File: src/rtl/esc_pkg.sv
// ----------------------------------------------------------------------------
// esc_pkg: shared types and constants of the epoch-to-calendar converter
// Holds the payload structs, the microcode word layout, the opcode and
// condition codes, the microcode ROM and the cumulative-day table.
// ----------------------------------------------------------------------------
package esc_pkg;

  typedef struct packed {
    logic [31:0] epoch_seconds;
    logic [15:0] second_fraction;
  } in_item_t;

  typedef struct packed {
    logic [11:0] year;
    logic [3:0]  month;
    logic [4:0]  day;
    logic [4:0]  hour;
    logic [5:0]  minute;
    logic [5:0]  second;
    logic [15:0] fraction_out;
    logic        out_of_range;
  } out_item_t;

  localparam logic [31:0] END_OF_RANGE = 32'd4102444800;
  localparam logic [11:0] FIRST_YEAR   = 12'd1970;
  localparam logic [11:0] LAST_YEAR    = 12'd2099;

  // Division by a constant: the dividend is shifted right by the power of two
  // in the divisor, multiplied by the rounded-up reciprocal of the odd part,
  // and the product is shifted right. Exact over each dividend's range.
  localparam logic [25:0] DAY_MAGIC  = 26'd50903317;  // 2^35 / 675, rounded up
  localparam logic [25:0] HOUR_MAGIC = 26'd9321;      // 2^21 / 225, rounded up
  localparam logic [25:0] MIN_MAGIC  = 26'd1093;      // 2^14 / 15, rounded up
  localparam logic [16:0] SECS_DAY   = 17'd86400;
  localparam logic [11:0] SECS_HOUR  = 12'd3600;
  localparam logic [5:0]  SECS_MIN   = 6'd60;

  // Opcodes.
  localparam logic [3:0] OP_WAIT_IN    = 4'd0;
  localparam logic [3:0] OP_MUL        = 4'd1;
  localparam logic [3:0] OP_QUOT       = 4'd2;
  localparam logic [3:0] OP_SAVE       = 4'd3;
  localparam logic [3:0] OP_YEAR_STEP  = 4'd4;
  localparam logic [3:0] OP_MONTH_STEP = 4'd5;
  localparam logic [3:0] OP_DAY_CALC   = 4'd6;
  localparam logic [3:0] OP_SATURATE   = 4'd7;
  localparam logic [3:0] OP_PUBLISH    = 4'd8;
  localparam logic [3:0] OP_NOP        = 4'd9;

  // Operand select: which division OP_MUL, OP_QUOT and OP_SAVE work on.
  localparam logic [1:0] SEL_DAY  = 2'd0;
  localparam logic [1:0] SEL_HOUR = 2'd1;
  localparam logic [1:0] SEL_MIN  = 2'd2;

  // Jump conditions.
  localparam logic [2:0] COND_NONE       = 3'd0;
  localparam logic [2:0] COND_ALWAYS     = 3'd1;
  localparam logic [2:0] COND_NO_INPUT   = 3'd2;
  localparam logic [2:0] COND_OOR        = 3'd3;
  localparam logic [2:0] COND_YEAR_MORE  = 3'd5;
  localparam logic [2:0] COND_MONTH_MORE = 3'd6;
  localparam logic [2:0] COND_OUT_BUSY   = 3'd7;

  typedef struct packed {
    logic [3:0] op;
    logic [1:0] sel;
    logic [2:0] cond;
    logic [3:0] target;
  } uword_t;

  localparam logic [3:0] PC_WAIT    = 4'd0;
  localparam logic [3:0] PC_YEAR    = 4'd10;
  localparam logic [3:0] PC_MONTH   = 4'd11;
  localparam logic [3:0] PC_SAT     = 4'd13;
  localparam logic [3:0] PC_PUBLISH = 4'd14;

  function automatic uword_t ucode(input logic [3:0] pc);
    uword_t w;
    unique case (pc)
      4'd0:  w = '{OP_WAIT_IN,    SEL_DAY,  COND_NO_INPUT,   PC_WAIT};
      4'd1:  w = '{OP_MUL,        SEL_DAY,  COND_OOR,        PC_SAT};
      4'd2:  w = '{OP_QUOT,       SEL_DAY,  COND_NONE,       PC_WAIT};
      4'd3:  w = '{OP_SAVE,       SEL_DAY,  COND_NONE,       PC_WAIT};
      4'd4:  w = '{OP_MUL,        SEL_HOUR, COND_NONE,       PC_WAIT};
      4'd5:  w = '{OP_QUOT,       SEL_HOUR, COND_NONE,       PC_WAIT};
      4'd6:  w = '{OP_SAVE,       SEL_HOUR, COND_NONE,       PC_WAIT};
      4'd7:  w = '{OP_MUL,        SEL_MIN,  COND_NONE,       PC_WAIT};
      4'd8:  w = '{OP_QUOT,       SEL_MIN,  COND_NONE,       PC_WAIT};
      4'd9:  w = '{OP_SAVE,       SEL_MIN,  COND_NONE,       PC_WAIT};
      4'd10: w = '{OP_YEAR_STEP,  SEL_DAY,  COND_YEAR_MORE,  PC_YEAR};
      4'd11: w = '{OP_MONTH_STEP, SEL_DAY,  COND_MONTH_MORE, PC_MONTH};
      4'd12: w = '{OP_DAY_CALC,   SEL_DAY,  COND_ALWAYS,     PC_PUBLISH};
      4'd13: w = '{OP_SATURATE,   SEL_DAY,  COND_NONE,       PC_WAIT};
      4'd14: w = '{OP_PUBLISH,    SEL_DAY,  COND_OUT_BUSY,   PC_PUBLISH};
      4'd15: w = '{OP_NOP,        SEL_DAY,  COND_ALWAYS,     PC_WAIT};
      default: w = '{OP_NOP,      SEL_DAY,  COND_ALWAYS,     PC_WAIT};
    endcase
    return w;
  endfunction

  // Days before the first of month idx (idx 0 is January).
  function automatic logic [8:0] cum_days(input logic leap, input logic [3:0] idx);
    logic [8:0] base;
    unique case (idx)
      4'd0:    base = 9'd0;
      4'd1:    base = 9'd31;
      4'd2:    base = 9'd59;
      4'd3:    base = 9'd90;
      4'd4:    base = 9'd120;
      4'd5:    base = 9'd151;
      4'd6:    base = 9'd181;
      4'd7:    base = 9'd212;
      4'd8:    base = 9'd243;
      4'd9:    base = 9'd273;
      4'd10:   base = 9'd304;
      4'd11:   base = 9'd334;
      default: base = 9'd0;
    endcase
    return base + 9'((leap && (idx >= 4'd2) && (idx <= 4'd11)) ? 1 : 0);
  endfunction

endpackage

File: src/rtl/epoch_seconds_to_calendar_date.sv
// ----------------------------------------------------------------------------
// epoch_seconds_to_calendar_date: seconds since 1970 to calendar date/time
// A small microcoded sequencer that converts epoch seconds into year, month,
// day, hour, minute and second, passing the fraction of a second through.
// ----------------------------------------------------------------------------
// Usage:
// An item beat (item_valid high, item_stall low) carries epoch seconds and a
// fraction of a second. Each item yields exactly one result beat on the
// result channel, in order. The block works on one item at a time: item_stall
// is low only while the sequencer waits at its first step.
// The year-stepping loop subtracts one year length per cycle, once for each
// whole year past 1970 (0..129), and the month scan moves on one month per
// cycle; each division by a day, an hour and a minute runs as a multiply, a
// quotient and a save step. An input at or after 2100 leaves the sequence
// after its first multiply and comes back saturated to 2099-12-31 23:59:59
// with out_of_range set. item_stall drops in the cycle after result_valid
// rises, once the closing no-op step has run.
// The result sits in an output register, so the next item is taken while a
// result still waits; a stalled receiver holds the sequencer at its publish
// step only once a second result is ready.
// Reset clears the step counter and the result valid flag.
// ----------------------------------------------------------------------------
module epoch_seconds_to_calendar_date
  import esc_pkg::*;
#(
  parameter int FRAC_BITS = 16
) (
  input  logic      clk,
  input  logic      rst,
  input  logic      item_valid,
  output logic      item_stall,
  input  in_item_t  item,
  output logic      result_valid,
  input  logic      result_stall,
  output out_item_t result
);

  localparam int FRAC_KEEP = (FRAC_BITS < 16) ? FRAC_BITS : 16;

  logic [3:0]           pc;
  logic [3:0]           pc_next;
  uword_t               uw;
  logic                 take;

  logic [31:0]          acc;
  logic [50:0]          prod;
  logic [31:0]          back;
  logic [15:0]          days;
  logic [11:0]          year;
  logic [3:0]           mi;
  logic [4:0]           day;
  logic [4:0]           hour;
  logic [5:0]           minute;
  logic [5:0]           second;
  logic [FRAC_KEEP-1:0] frac;
  logic                 oor;

  logic                 leap;
  logic [15:0]          year_len;
  logic                 year_more;
  logic                 month_more;
  logic                 out_busy;
  logic [8:0]           cum_prev;
  logic [15:0]          day_of_month;
  logic [24:0]          mul_a;
  logic [25:0]          mul_b;
  logic [15:0]          quo_day;
  logic [4:0]           quo_hr;
  logic [5:0]           quo_min;
  logic [31:0]          acc_less;

  assign uw       = ucode(pc);
  assign out_busy = result_valid && result_stall;

  // Within 1970..2099 the Gregorian rule and the every-fourth-year rule
  // agree (2000 is divisible by 400), so one test serves both.
  assign leap     = (year[1:0] == 2'b00);
  assign year_len = leap ? 16'd366 : 16'd365;
  assign year_more  = (year < LAST_YEAR) && (days >= year_len);
  assign month_more = (mi < 4'd12) && (days >= 16'(cum_days(leap, mi)));
  assign cum_prev   = cum_days(leap, 4'(mi - 4'd1));
  assign day_of_month = days - 16'(cum_prev) + 16'd1;

  // The remainder in acc shrinks below a day, then below an hour, so the
  // upper bits dropped for the later divisions are already zero.
  always_comb begin
    unique case (uw.sel)
      SEL_DAY: begin
        mul_a = acc[31:7];
        mul_b = DAY_MAGIC;
      end
      SEL_HOUR: begin
        mul_a = 25'(acc[16:4]);
        mul_b = HOUR_MAGIC;
      end
      default: begin
        mul_a = 25'(acc[11:2]);
        mul_b = MIN_MAGIC;
      end
    endcase
  end

  assign quo_day  = prod[50:35];
  assign quo_hr   = prod[25:21];
  assign quo_min  = prod[19:14];
  assign acc_less = acc - back;

  always_comb begin
    unique case (uw.cond)
      COND_NONE:       take = 1'b0;
      COND_ALWAYS:     take = 1'b1;
      COND_NO_INPUT:   take = !item_valid;
      COND_OOR:        take = oor;
      COND_YEAR_MORE:  take = year_more;
      COND_MONTH_MORE: take = month_more;
      COND_OUT_BUSY:   take = out_busy;
      default:         take = 1'b0;
    endcase
    pc_next = take ? uw.target : 4'(pc + 4'd1);
  end

  assign item_stall = (pc != PC_WAIT);

  always_ff @(posedge clk) begin
    if (rst) begin
      pc <= PC_WAIT;
    end else begin
      pc <= pc_next;
    end
  end

  // Datapath driven by the current control word.
  always_ff @(posedge clk) begin
    unique case (uw.op)
      OP_WAIT_IN: begin
        if (item_valid) begin
          acc  <= item.epoch_seconds;
          frac <= item.second_fraction[FRAC_KEEP-1:0];
          oor  <= (item.epoch_seconds >= END_OF_RANGE);
        end
      end
      OP_MUL: begin
        prod <= 51'(mul_a) * 51'(mul_b);
      end
      OP_QUOT: begin
        unique case (uw.sel)
          SEL_DAY: begin
            days <= quo_day;
            year <= FIRST_YEAR;
            mi   <= 4'd1;
            back <= 32'(33'(quo_day) * 33'(SECS_DAY));
          end
          SEL_HOUR: begin
            hour <= quo_hr;
            back <= 32'(17'(quo_hr) * 17'(SECS_HOUR));
          end
          default: begin
            minute <= quo_min;
            back   <= 32'(12'(quo_min) * 12'(SECS_MIN));
          end
        endcase
      end
      OP_SAVE: begin
        acc <= acc_less;
        if (uw.sel == SEL_MIN) begin
          second <= acc_less[5:0];
        end
      end
      OP_YEAR_STEP: begin
        if (year_more) begin
          days <= days - year_len;
          year <= 12'(year + 12'd1);
        end
      end
      OP_MONTH_STEP: begin
        if (month_more) begin
          mi <= 4'(mi + 4'd1);
        end
      end
      OP_DAY_CALC: begin
        day <= day_of_month[4:0];
      end
      OP_SATURATE: begin
        year   <= LAST_YEAR;
        mi     <= 4'd12;
        day    <= 5'd31;
        hour   <= 5'd23;
        minute <= 6'd59;
        second <= 6'd59;
      end
      OP_PUBLISH: begin
        if (!out_busy) begin
          result.year         <= year;
          result.month        <= mi;
          result.day          <= day;
          result.hour         <= hour;
          result.minute       <= minute;
          result.second       <= second;
          result.fraction_out <= 16'(frac);
          result.out_of_range <= oor;
        end
      end
      default: begin
      end
    endcase
  end

  always_ff @(posedge clk) begin
    if (rst) begin
      result_valid <= 1'b0;
    end else if ((uw.op == OP_PUBLISH) && !out_busy) begin
      result_valid <= 1'b1;
    end else if (!result_stall) begin
      result_valid <= 1'b0;
    end
  end

  // An accepted item always starts the program at its second step.
  a_accept_starts: assert property (@(posedge clk) disable iff (rst)
    (item_valid && !item_stall) |=> (pc == 4'd1))
    else $error("sequencer did not start after an item beat");

  // Publishing with a free output register always raises result_valid.
  a_publish_valid: assert property (@(posedge clk) disable iff (rst)
    ((pc == PC_PUBLISH) && !out_busy) |=> result_valid)
    else $error("published result not marked valid");

  // A result waiting on a stalled receiver is never overwritten.
  a_hold_result: assert property (@(posedge clk) disable iff (rst)
    (result_valid && result_stall) |=> $stable(result))
    else $error("stalled result changed");

  // Every published date and time lies in its legal range.
  a_fields_legal: assert property (@(posedge clk) disable iff (rst)
    result_valid |-> (result.month >= 4'd1 && result.month <= 4'd12 &&
                      result.day >= 5'd1 && result.day <= 5'd31 &&
                      result.hour <= 5'd23 && result.minute <= 6'd59 &&
                      result.second <= 6'd59 && result.year >= FIRST_YEAR &&
                      result.year <= LAST_YEAR))
    else $error("result field out of range");

  // Out-of-range results are saturated to the last year.
  a_oor_saturates: assert property (@(posedge clk) disable iff (rst)
    (result_valid && result.out_of_range) |-> (result.year == LAST_YEAR))
    else $error("out-of-range result not saturated");

endmodule

File: config.mk
export PLATFORM = sky130hd
export DESIGN_NAME = epoch_seconds_to_calendar_date
export DESIGN_NICKNAME = d
export VERILOG_FILES = /design/src/rtl/esc_pkg.sv /design/src/rtl/epoch_seconds_to_calendar_date.sv
export SDC_FILE = /design/constraint.sdc
export NUM_CORES = 1
export LEC_CHECK = 0
export BUFFER_PORTS_ARGS = -buffer_cell sky130_fd_sc_hd__buf_2
export CORE_ASPECT_RATIO = 0.8
export CORE_MARGIN = 2
export CORE_UTILIZATION = 42
export CTS_BUF_LIST = sky130_fd_sc_hd__clkbuf_16
export CTS_CLUSTER_SIZE = 28
export DETAILED_ROUTE_END_ITERATION = 8
export PLACE_DENSITY = 0.67
export SETUP_SLACK_MARGIN = 0.3
export SYNTH_ARGS = -nofsm -noshare
export SYNTH_HDL_FRONTEND = slang
export SYNTH_SLANG_ARGS = --single-unit
File: constraint.sdc
create_clock -name clk -period 11.8 [get_ports clk]
set_input_delay 2.95 -clock clk [delete_from_list [all_inputs] [get_ports clk]]
set_output_delay 2.95 -clock clk [all_outputs]
set_load 0.02 [all_outputs]
Word level (Yosys, flattened, before mapping)
Memories as Yosys holds them, arrays and structs flattened. A register that Yosys moved wholly into a read port is not among the register bits. Index checks and enable logic that the tools add are counted.

$add $sub $neg: 10. Multiply operators: 4. Div/mod/pow operators: 0. Order comparisons: 9. Equal/unequal tests: 24. Shift operators: 0. Multiplexer cells: 30. Bitwise logic cells: 1. Reductions and logical operators: 31.

Operator list (number): $pmux 32 s2 (2); $pmux 26 s2 (1); $mul 25x26->51 (1); $pmux 25 s2 (1); $pmux 12 s3 (1); $ge 16x9->1 (2); $ge 32x32->1 const B (1); $mux 16 (2); $mux 32 (1); $pmux 16 s2 (1); $sub 32x32->32 (1); $mul 16x10->25 const B (1); $mux 12 (2); $pmux 6 s2 (2); $mux 4 (5); $pmux 5 s2 (2); $eq 4x3->1 const B (4); $sub 16x9->16 (1); $ne 2x2->1 const B (7); $mul 5x8->13 const B (1); $add 12x1->12 const B (1); $lt 12x12->1 const B (1); $mux 6 (2); $pmux 4 s3 (1); other kinds (34) (65).

Register bits: 246. Bits in latches: 0. Memory bits (writable): 0. ROM bits: 496. Memories kept: 3.

Memories: (name not given) (words 16, width 13, rd ports 1, clocked after Yosys merged registers in 1, write ports 0, RTL line esc_pkg.sv:79) `unique case (pc)`; (name not given) (words 16, width 9, rd ports 1, clocked after Yosys merged registers in 0, write ports 0, RTL line esc_pkg.sv:104) `unique case (idx)`; (name not given) (words 16, width 9, rd ports 1, clocked after Yosys merged registers in 1, write ports 0, RTL line esc_pkg.sv:104).

Longest topological paths before layout
Gate-level depths: netlist (run 1).

Depth in word-level cells: 10. Mapped depth: 30.

Least setup slack after synthesis (run 1)
OpenSTA, ideal clock, no wires.

Path kind: register to register. Start point: reg uw[7] (netlist name). End point: reg prod[48] (data pin). Setup time: 260 ps. Arrival time: 7699 ps. Required time: 11540 ps. Path slack: 3841 ps. Cell stages (with the launch flop): 29. Period minus slack after synthesis: 7959 ps. Cell sequence: dfxtp_1 > buf_1 > nor2_1 > clkbuf_1 > clkbuf_1 > nand2_1 > inv_1 > fa_1 > fa_1 > inv_1 > fa_1 > inv_1 > fa_1 > inv_1 > fa_1 > inv_1 > fa_1 > inv_1 > fa_1 > inv_1 > ha_1 > nand4_1 > or2_2 > o311ai_0 > o211ai_1 > a21oi_1 > o21a_1 > mux2i_1 > nand2_1.

Cells in the longest elaborated chain, start to end: 3.

Ends and longest elaborated chain: $eq 2x1->1 / $logic_not 2->1 (equally long branches) (RTL line epoch_seconds_to_calendar_date.sv:87) `unique case (uw.sel)`; $pmux 25 s2 / $pmux 26 s2 (equally long branches) (RTL line epoch_seconds_to_calendar_date.sv:87); $mul 25x26->51 (*) (RTL line epoch_seconds_to_calendar_date.sv:143) `prod <= 51'(mul_a) * 51'(mul_b);`; end signal: assignment (RTL line epoch_seconds_to_calendar_date.sv:143); end: declaration (RTL line epoch_seconds_to_calendar_date.sv:46) `logic [50:0] prod;`.

Every way passes the cells marked *; elsewhere a longest branch is shown, timed or not. A chain may end at the register's enable or synchronous reset.

Final worst setup path (run 1)
Start point: reg uw[8] (netlist name). End point: reg prod[48] (data pin).

Cells in the longest elaborated chain, start to end: 3.

Ends and longest elaborated chain (RTL line): $eq 2x1->1 / $logic_not 2->1 (equally long branches) (epoch_seconds_to_calendar_date.sv:87); $pmux 25 s2 / $pmux 26 s2 (equally long branches) (epoch_seconds_to_calendar_date.sv:87); $mul 25x26->51 (*) (epoch_seconds_to_calendar_date.sv:143).

Marked as above.

==> flow_summary.json, run 1 <==
{
  "dp.cells": 3868,
  "cts.sink_count": 242,
  "overflow": 0,
  "htreeDepth": 1,
  "min_to": "result[20]$_DFFE_PP_",
  "num_io_pins": 109,
  "path_class": "reg2reg",
  "setup_viol": 0,
  "yosysWarnings": 0,
  "ant_nets": 0,
  "grt_pass1_vias": 19348,
  "ys_seq_area_frac": 0.244,
  "hold_class": "reg2reg",
  "postCtsHoldBufs": 0,
  "coreArea_um2": 67400,
  "syn_to_final_growth_pct": 9.17,
  "synth_xor_area_frac": 0.0360,
  "worst_hold_slack_ps": 419,
  "antenna_found_initial": 4,
  "cp_data_arrival_time_ps": 8950,
  "start_kind": "register",
  "start_util": 0.426,
  "skew_ps": 19.3,
  "hpwlAfterDp_um": 57500,
  "ys_seq_elements": 242,
  "finalCriticalPeriod_ps": 8670,
  "r2r-end": "prod[48]$_DFFE_PN_",
  "slew_headroom": 0.155,
  "ff2ff_path_depth": 23,
  "drt-total-wl_um": 68300,
  "portBuffers": 108,
  "rows": 85,
  "drtIter0Drc": 1509,
  "async_flop_share": 0,
  "fmax_mhz": 115,
  "synth.mux.area_fraction": 0.0112,
  "post_cts_buffers": 0,
  "syn_inst": 2833,
  "grt_max_degree": 65,
  "final.setup.tns_ps": 0,
  "min_from": "second[3]$_SDFFCE_PP1P_",
  "cp.required_ps": 12080,
  "clockRootBuffer": "clkbuf_16",
  "layout_commonest_cell": "inv_1",
  "final_cell_mix": "698 x inv_1, 491 x ha_1, 323 x fa_1, 215 x edfxtp_1, 174 x nand2_1",
  "worst_pin_slew_ps": 1250,
  "routed_via_density": 4.98,
  "synth_edf_count": 215,
  "fin_nets": 3847,
  "clkTransAtPathRegs_ps": 70,
  "via_count": 19489,
  "die_h_um": 238,
  "drive_above_1_share": 0.0694,
  "status": "finished clean",
  "cts_buffers": 24,
  "clockBufferDepth": 3,
  "ys_types": 86,
  "rsz0062_at_grt": "false",
  "syn_area_um2": 28700,
  "synth_top_family_by_area": "adder cells",
  "route.detailed.drc": 0,
  "min_path_cells": 0,
  "place.gp.congestion": 0.936,
  "final_hold_viol_count": 0,
  "cts_tree": "done",
  "fin_cells": 3915,
  "slew_viol_final": 0,
  "fin_crit_sh": 0.735,
  "wl_met2_um": 27900,
  "critPathMaxFanout": 53,
  "wl_met3_um": 5880,
  "grt_pass1_wl_um": 109000,
  "die-width_um": 296,
  "synthAdderAreaFrac": 0.439,
  "dieArea_um2": 70500,
  "clock_latency_ps": 550,
  "r2r_setup_slack_ps": 3130,
  "drv_cap": 0,
  "reg2reg_from": "uw[8]$_DFF_P_",
  "cts_resized": 0,
  "end_kind": "register",
  "synth-simple-area-share": 0.0822,
  "wl_per_cell_um": 17.4,
  "synth_compound_area_frac": 0.0899,
  "top_layer_used": "met5",
  "avgSynthCellArea_um2": 10.1,
  "drt_first_pass_iters": 5,
  "wl_met1_um": 33400,
  "synth_ff_type": "edfxtp_1",
  "grt_use_total": 0.199
}
-- through the flow --
step	area (µm²)	util	setup slack (ps)
2_1_floorplan	28900	-	3840
3_3_place_gp	30500	0.452	3370
3_5_place_dp	30500	0.452	3180
4_1_cts	31300	0.465	3170
5_1_grt	31300	0.465	2670
6_report	31300	0.465	3130
-- worst max-delay path: stages (launching register included) --
cell	delay (ps)
dfxtp_2	350
buf_4	280
or2_2	520
nor2_1	710
fa_1	570
fa_1	510
inv_1	50
fa_1	530
inv_1	50
fa_1	510
fa_1	440
fa_1	540
inv_1	60
fa_1	530
inv_1	40
ha_1	360
nand4_1	160
or2_2	340
o311ai_0	670
o211ai_1	290
a21oi_1	340
o21a_1	250
mux2i_1	210
nand2_1	70
-- cell families (layout without fill, tap and decap cells) --
group / after synthesis / in the layout
buf+inv: 740 / 861
mux: 31 / 31
other cells: 2 / 50
compound gates: 397 / 397
simple gates: 489 / 489
xor+xnor: 118 / 118
flops: 242 / 242
fa+ha+maj: 814 / 814
-- flip-flops by register name, summed over array words and instances (netlist names), named ones only --
name and count:
result 55, acc 32, back 30, prod 27, days 16, frac 16
uw 13, year 12, minute 6, second 6, day 5, hour 5
mi 4, pc 4, oor 1, result_valid 1
-- synth_stat cells (all sizes together) (28+ instances only) --
cell type,number,area [µm²]
and2,29,184
ha,491,6140
a21o,50,375
nand2,174,653
nor3,35,180
nand3,30,150
xor2,51,447
a21oi,107,536
nor2,103,389
o21ai,100,504
xnor2,67,587
edfxtp,215,6460
fa,323,6470
mux2i,28,284
clkbuf,34,128
inv,698,2620
-- how the worst max path moves through the flow --
stage,slack [ps],endpoint,start,cells past startpoint
floorplan,3840,prod[48]$_DFFE_PN_,uw[7]$_SDFF_PP0_,28
global placement,3370,prod[48]$_DFFE_PN_,uw[8]$_DFF_P_,23
detailed placement,3180,prod[48]$_DFFE_PN_,uw[8]$_DFF_P_,23
CTS,3170,prod[48]$_DFFE_PN_,uw[8]$_DFF_P_,23
global route,2670,prod[50]$_DFFE_PN_,uw[7]$_SDFF_PP0_,27
finish,3130,prod[48]$_DFFE_PN_,uw[8]$_DFF_P_,23
-- final cells by class --
type / instances / area (µm²)
fill: 6357 / 36100
clock inverter: 19 / 208
tap: 913 / 1140
timing repair buffer: 119 / 623
sequential: 242 / 7000
inverter: 698 / 2620
multi-input combinational: 1896 / 19100
antenna: 3 / 7.51
clock buffer: 25 / 626
-- routing by layer --
layer  global-route usage  up-vias
li1                     -     9492
met4               0.0305        2
met2                0.281      554
met1                0.309     9373
met5                    0        -
met3               0.0514       68
Power of run 1 is left out: the tool's default activity adds up to more than one toggle a clock period on the data nets, which glitch-free logic cannot reach.
==> run 2: changes to the inputs <==
- ABC_AREA: default -> 1
- PLACE_DENSITY: 0.67 -> 0.69
- clock period: 11.8 -> 7.3 ns (I/O delays scaled with it)
==> flow_summary.json, run 2 <==
{
  "status": "finished clean",
  "num_io_pins": 109,
  "rows": 88,
  "final.setup.tns_ps": 0,
  "yosysWarnings": 0,
  "antenna_cells": 0,
  "ys_types": 63,
  "cp_data_arrival_time_ps": 7120,
  "clockBufferDepth": 3,
  "rsz0062_at_grt": "true",
  "drv_cap": 0,
  "ff2ff_path_depth": 29,
  "via_count": 22798,
  "ys_seq_area_frac": 0.231,
  "synth_ff_type": "edfxtp_1",
  "drt-total-wl_um": 78500,
  "ys_seq_elements": 242,
  "grt_pass1_vias": 22613,
  "cts_buffers": 26,
  "synth_top_area_cell": "fa_1",
  "drt_first_pass_iters": 6,
  "r2r_setup_slack_ps": 500,
  "postCtsHoldBufs": 0,
  "stdcell_area_um2": 33700,
  "fin_crit_sh": 0.931,
  "hold_class": "reg2reg",
  "cp.required_ps": 7620,
  "worst_pin_slew_ps": 1010,
  "min_path_cells": 0,
  "final_cell_mix": "889 x inv_1, 489 x ha_1, 429 x nand2_1, 322 x fa_1, 235 x nor2_1",
  "place.gp.congestion": 0.976,
  "crit_end": "prod[47]$_DFFE_PN_",
  "route.detailed.drc": 0,
  "coreArea_um2": 71800,
  "routed_via_density": 4.95,
  "regMostFlops": "result",
  "wl_per_cell_um": 17.0,
  "reg2reg_from": "uw[7]$_SDFF_PP0_",
  "slew_viol_final": 0,
  "drive_above_1_share": 0.0932,
  "synth.top_cells.by_count": "892 x inv_1, 491 x ha_1, 437 x nand2_1",
  "slew_headroom": 0.319,
  "portBuffers": 108,
  "critPathMaxStageDelay_ps": 560,
  "end_kind": "register",
  "syn_area_um2": 30300,
  "critPathMaxFanout": 14,
  "largest_reg_flops": 55,
  "critPathLaunch": "uw[7]$_SDFF_PP0_",
  "clkTransAtPathRegs_ps": 70,
  "fmax_mhz": 147,
  "overflow": 0,
  "async_flop_share": 0,
  "htreeDepth": 1,
  "final_hold_viol_count": 0,
  "ant_nets": 0,
  "crit_slowest_cell": "fa_1",
  "hpwlAfterDp_um": 68000,
  "clock_latency_ps": 560,
  "die_h_um": 244,
  "drtIter0Drc": 1818,
  "dieArea_um2": 74400,
  "skew_ps": 24.4,
  "synth_top_area_share": 0.213,
  "start_util": 0.422,
  "path_class": "reg2reg",
  "synth_most_common_cell": "inv_1",
  "cts_tree": "done",
  "syn_to_final_growth_pct": 11.1,
  "grt_max_degree": 43,
  "synth_edf_count": 215,
  "syn_inst": 3420,
  "start_kind": "register",
  "clockRootBuffer": "clkbuf_16",
  "die-width_um": 304,
  "setup_viol": 0,
  "grt_pass1_wl_um": 125000,
  "fin_nets": 4507,
  "dpl-instance-area_um2": 32600,
  "antenna_found_initial": 2,
  "synth_area_leaders": "fa_1 21%, edfxtp_1 21%, ha_1 20%, inv_1 11%, nand2_1 5.4%",
  "cts.sink_count": 242,
  "layout_commonest_cell": "inv_1",
  "top_regs": "result (55), acc (32), back (30)",
  "avgSynthCellArea_um2": 8.86,
  "r2r-end": "prod[47]$_DFFE_PN_",
  "grt_use_total": 0.214,
  "finalCriticalPeriod_ps": 6800
}
run 2: changes by cell type in the layout (fill, tap and decap cells not counted), sizes merged, moves of 59 or more:
cell   change
nand2    +282
nand3     +64
nor2     +152
buf       +59
inv      +207
o21ai     +73
run 2: how the worst min path moves through the flow:
| stage | start | end | slack (ps) |
|---|---|---|---|
| 2_1_floorplan | frac[9]$_DFFE_PP_ | result[10]$_DFFE_PP_ | 400 |
| 3_3_place_gp | frac[2]$_DFFE_PP_ | result[3]$_DFFE_PP_ | 400 |
| 3_5_place_dp | frac[11]$_DFFE_PP_ | result[12]$_DFFE_PP_ | 400 |
| 4_1_cts | second[1]$_SDFFCE_PP1P_ | result[18]$_DFFE_PP_ | 420 |
| 5_1_grt | second[1]$_SDFFCE_PP1P_ | result[18]$_DFFE_PP_ | 420 |
| 6_report | second[1]$_SDFFCE_PP1P_ | result[18]$_DFFE_PP_ | 410 |
run 2: routing by layer:
layer,global-route usage,wire (µm),vias up
met3,0.0428,6180,77
met1,0.322,37700,10828
met2,0.319,33100,698
li1,-,-,11193
met5,0,14,-
met4,0.0381,1460,2
run 2: final cells by class:
class / instances / area (µm²)
clock inverter: 20 / 178
sequential: 242 / 7000
clock buffer: 27 / 676
fill: 6742 / 38100
timing repair buffer: 178 / 1100
multi-input combinational: 2284 / 20100
tap: 945 / 1180
inverter: 909 / 3420
run 2: logic make-up (layout without fill, tap and decap cells):
family                   count (synthesis)  after routing  share of synthesized area
buffers and inverters                  940           1134                      0.117
adder cells (fa/ha/maj)                814            814                      0.416
XOR/XNOR                                79             79                     0.0228
flip-flops                             242            242                      0.231
AO/OA/AOI/OAI                          444            444                     0.0835
other                                    2             47                   0.000248
AND/OR/NAND/NOR                        899            900                      0.130
run 2: repair_timing:
| item | 4_1_cts | 5_1_grt |
|---|---|---|
| setup buffers | 0 | 9 |
| pin swaps | 0 | 3 |
| gates cloned | 0 | 1 |
| gates resized for setup | 2 | 53 |
| setup endpoints to repair | 4 | 25 |
run 2: stage by stage:
stage	utilization	instances	setup WS, ps	hold slack (ps)
3_5_place_dp	0.454	4548	273	405
6_report	0.469	4605	502	412
3_3_place_gp	0.454	4548	338	400
2_1_floorplan	-	3465	584	400
5_1_grt	0.469	4605	263	420
4_1_cts	0.466	4595	309	418
run 2: worst max-delay path: cells and delay by family (launching register included):
family                     cells  cell delay, ps
adders and majority gates      8            3730
AOI/OAI and AO/OA              7            1210
buffers and inverters          9             860
and+or+nand+nor                5             400
DFF                            1             370
Power of run 2 is left out for the same reason.
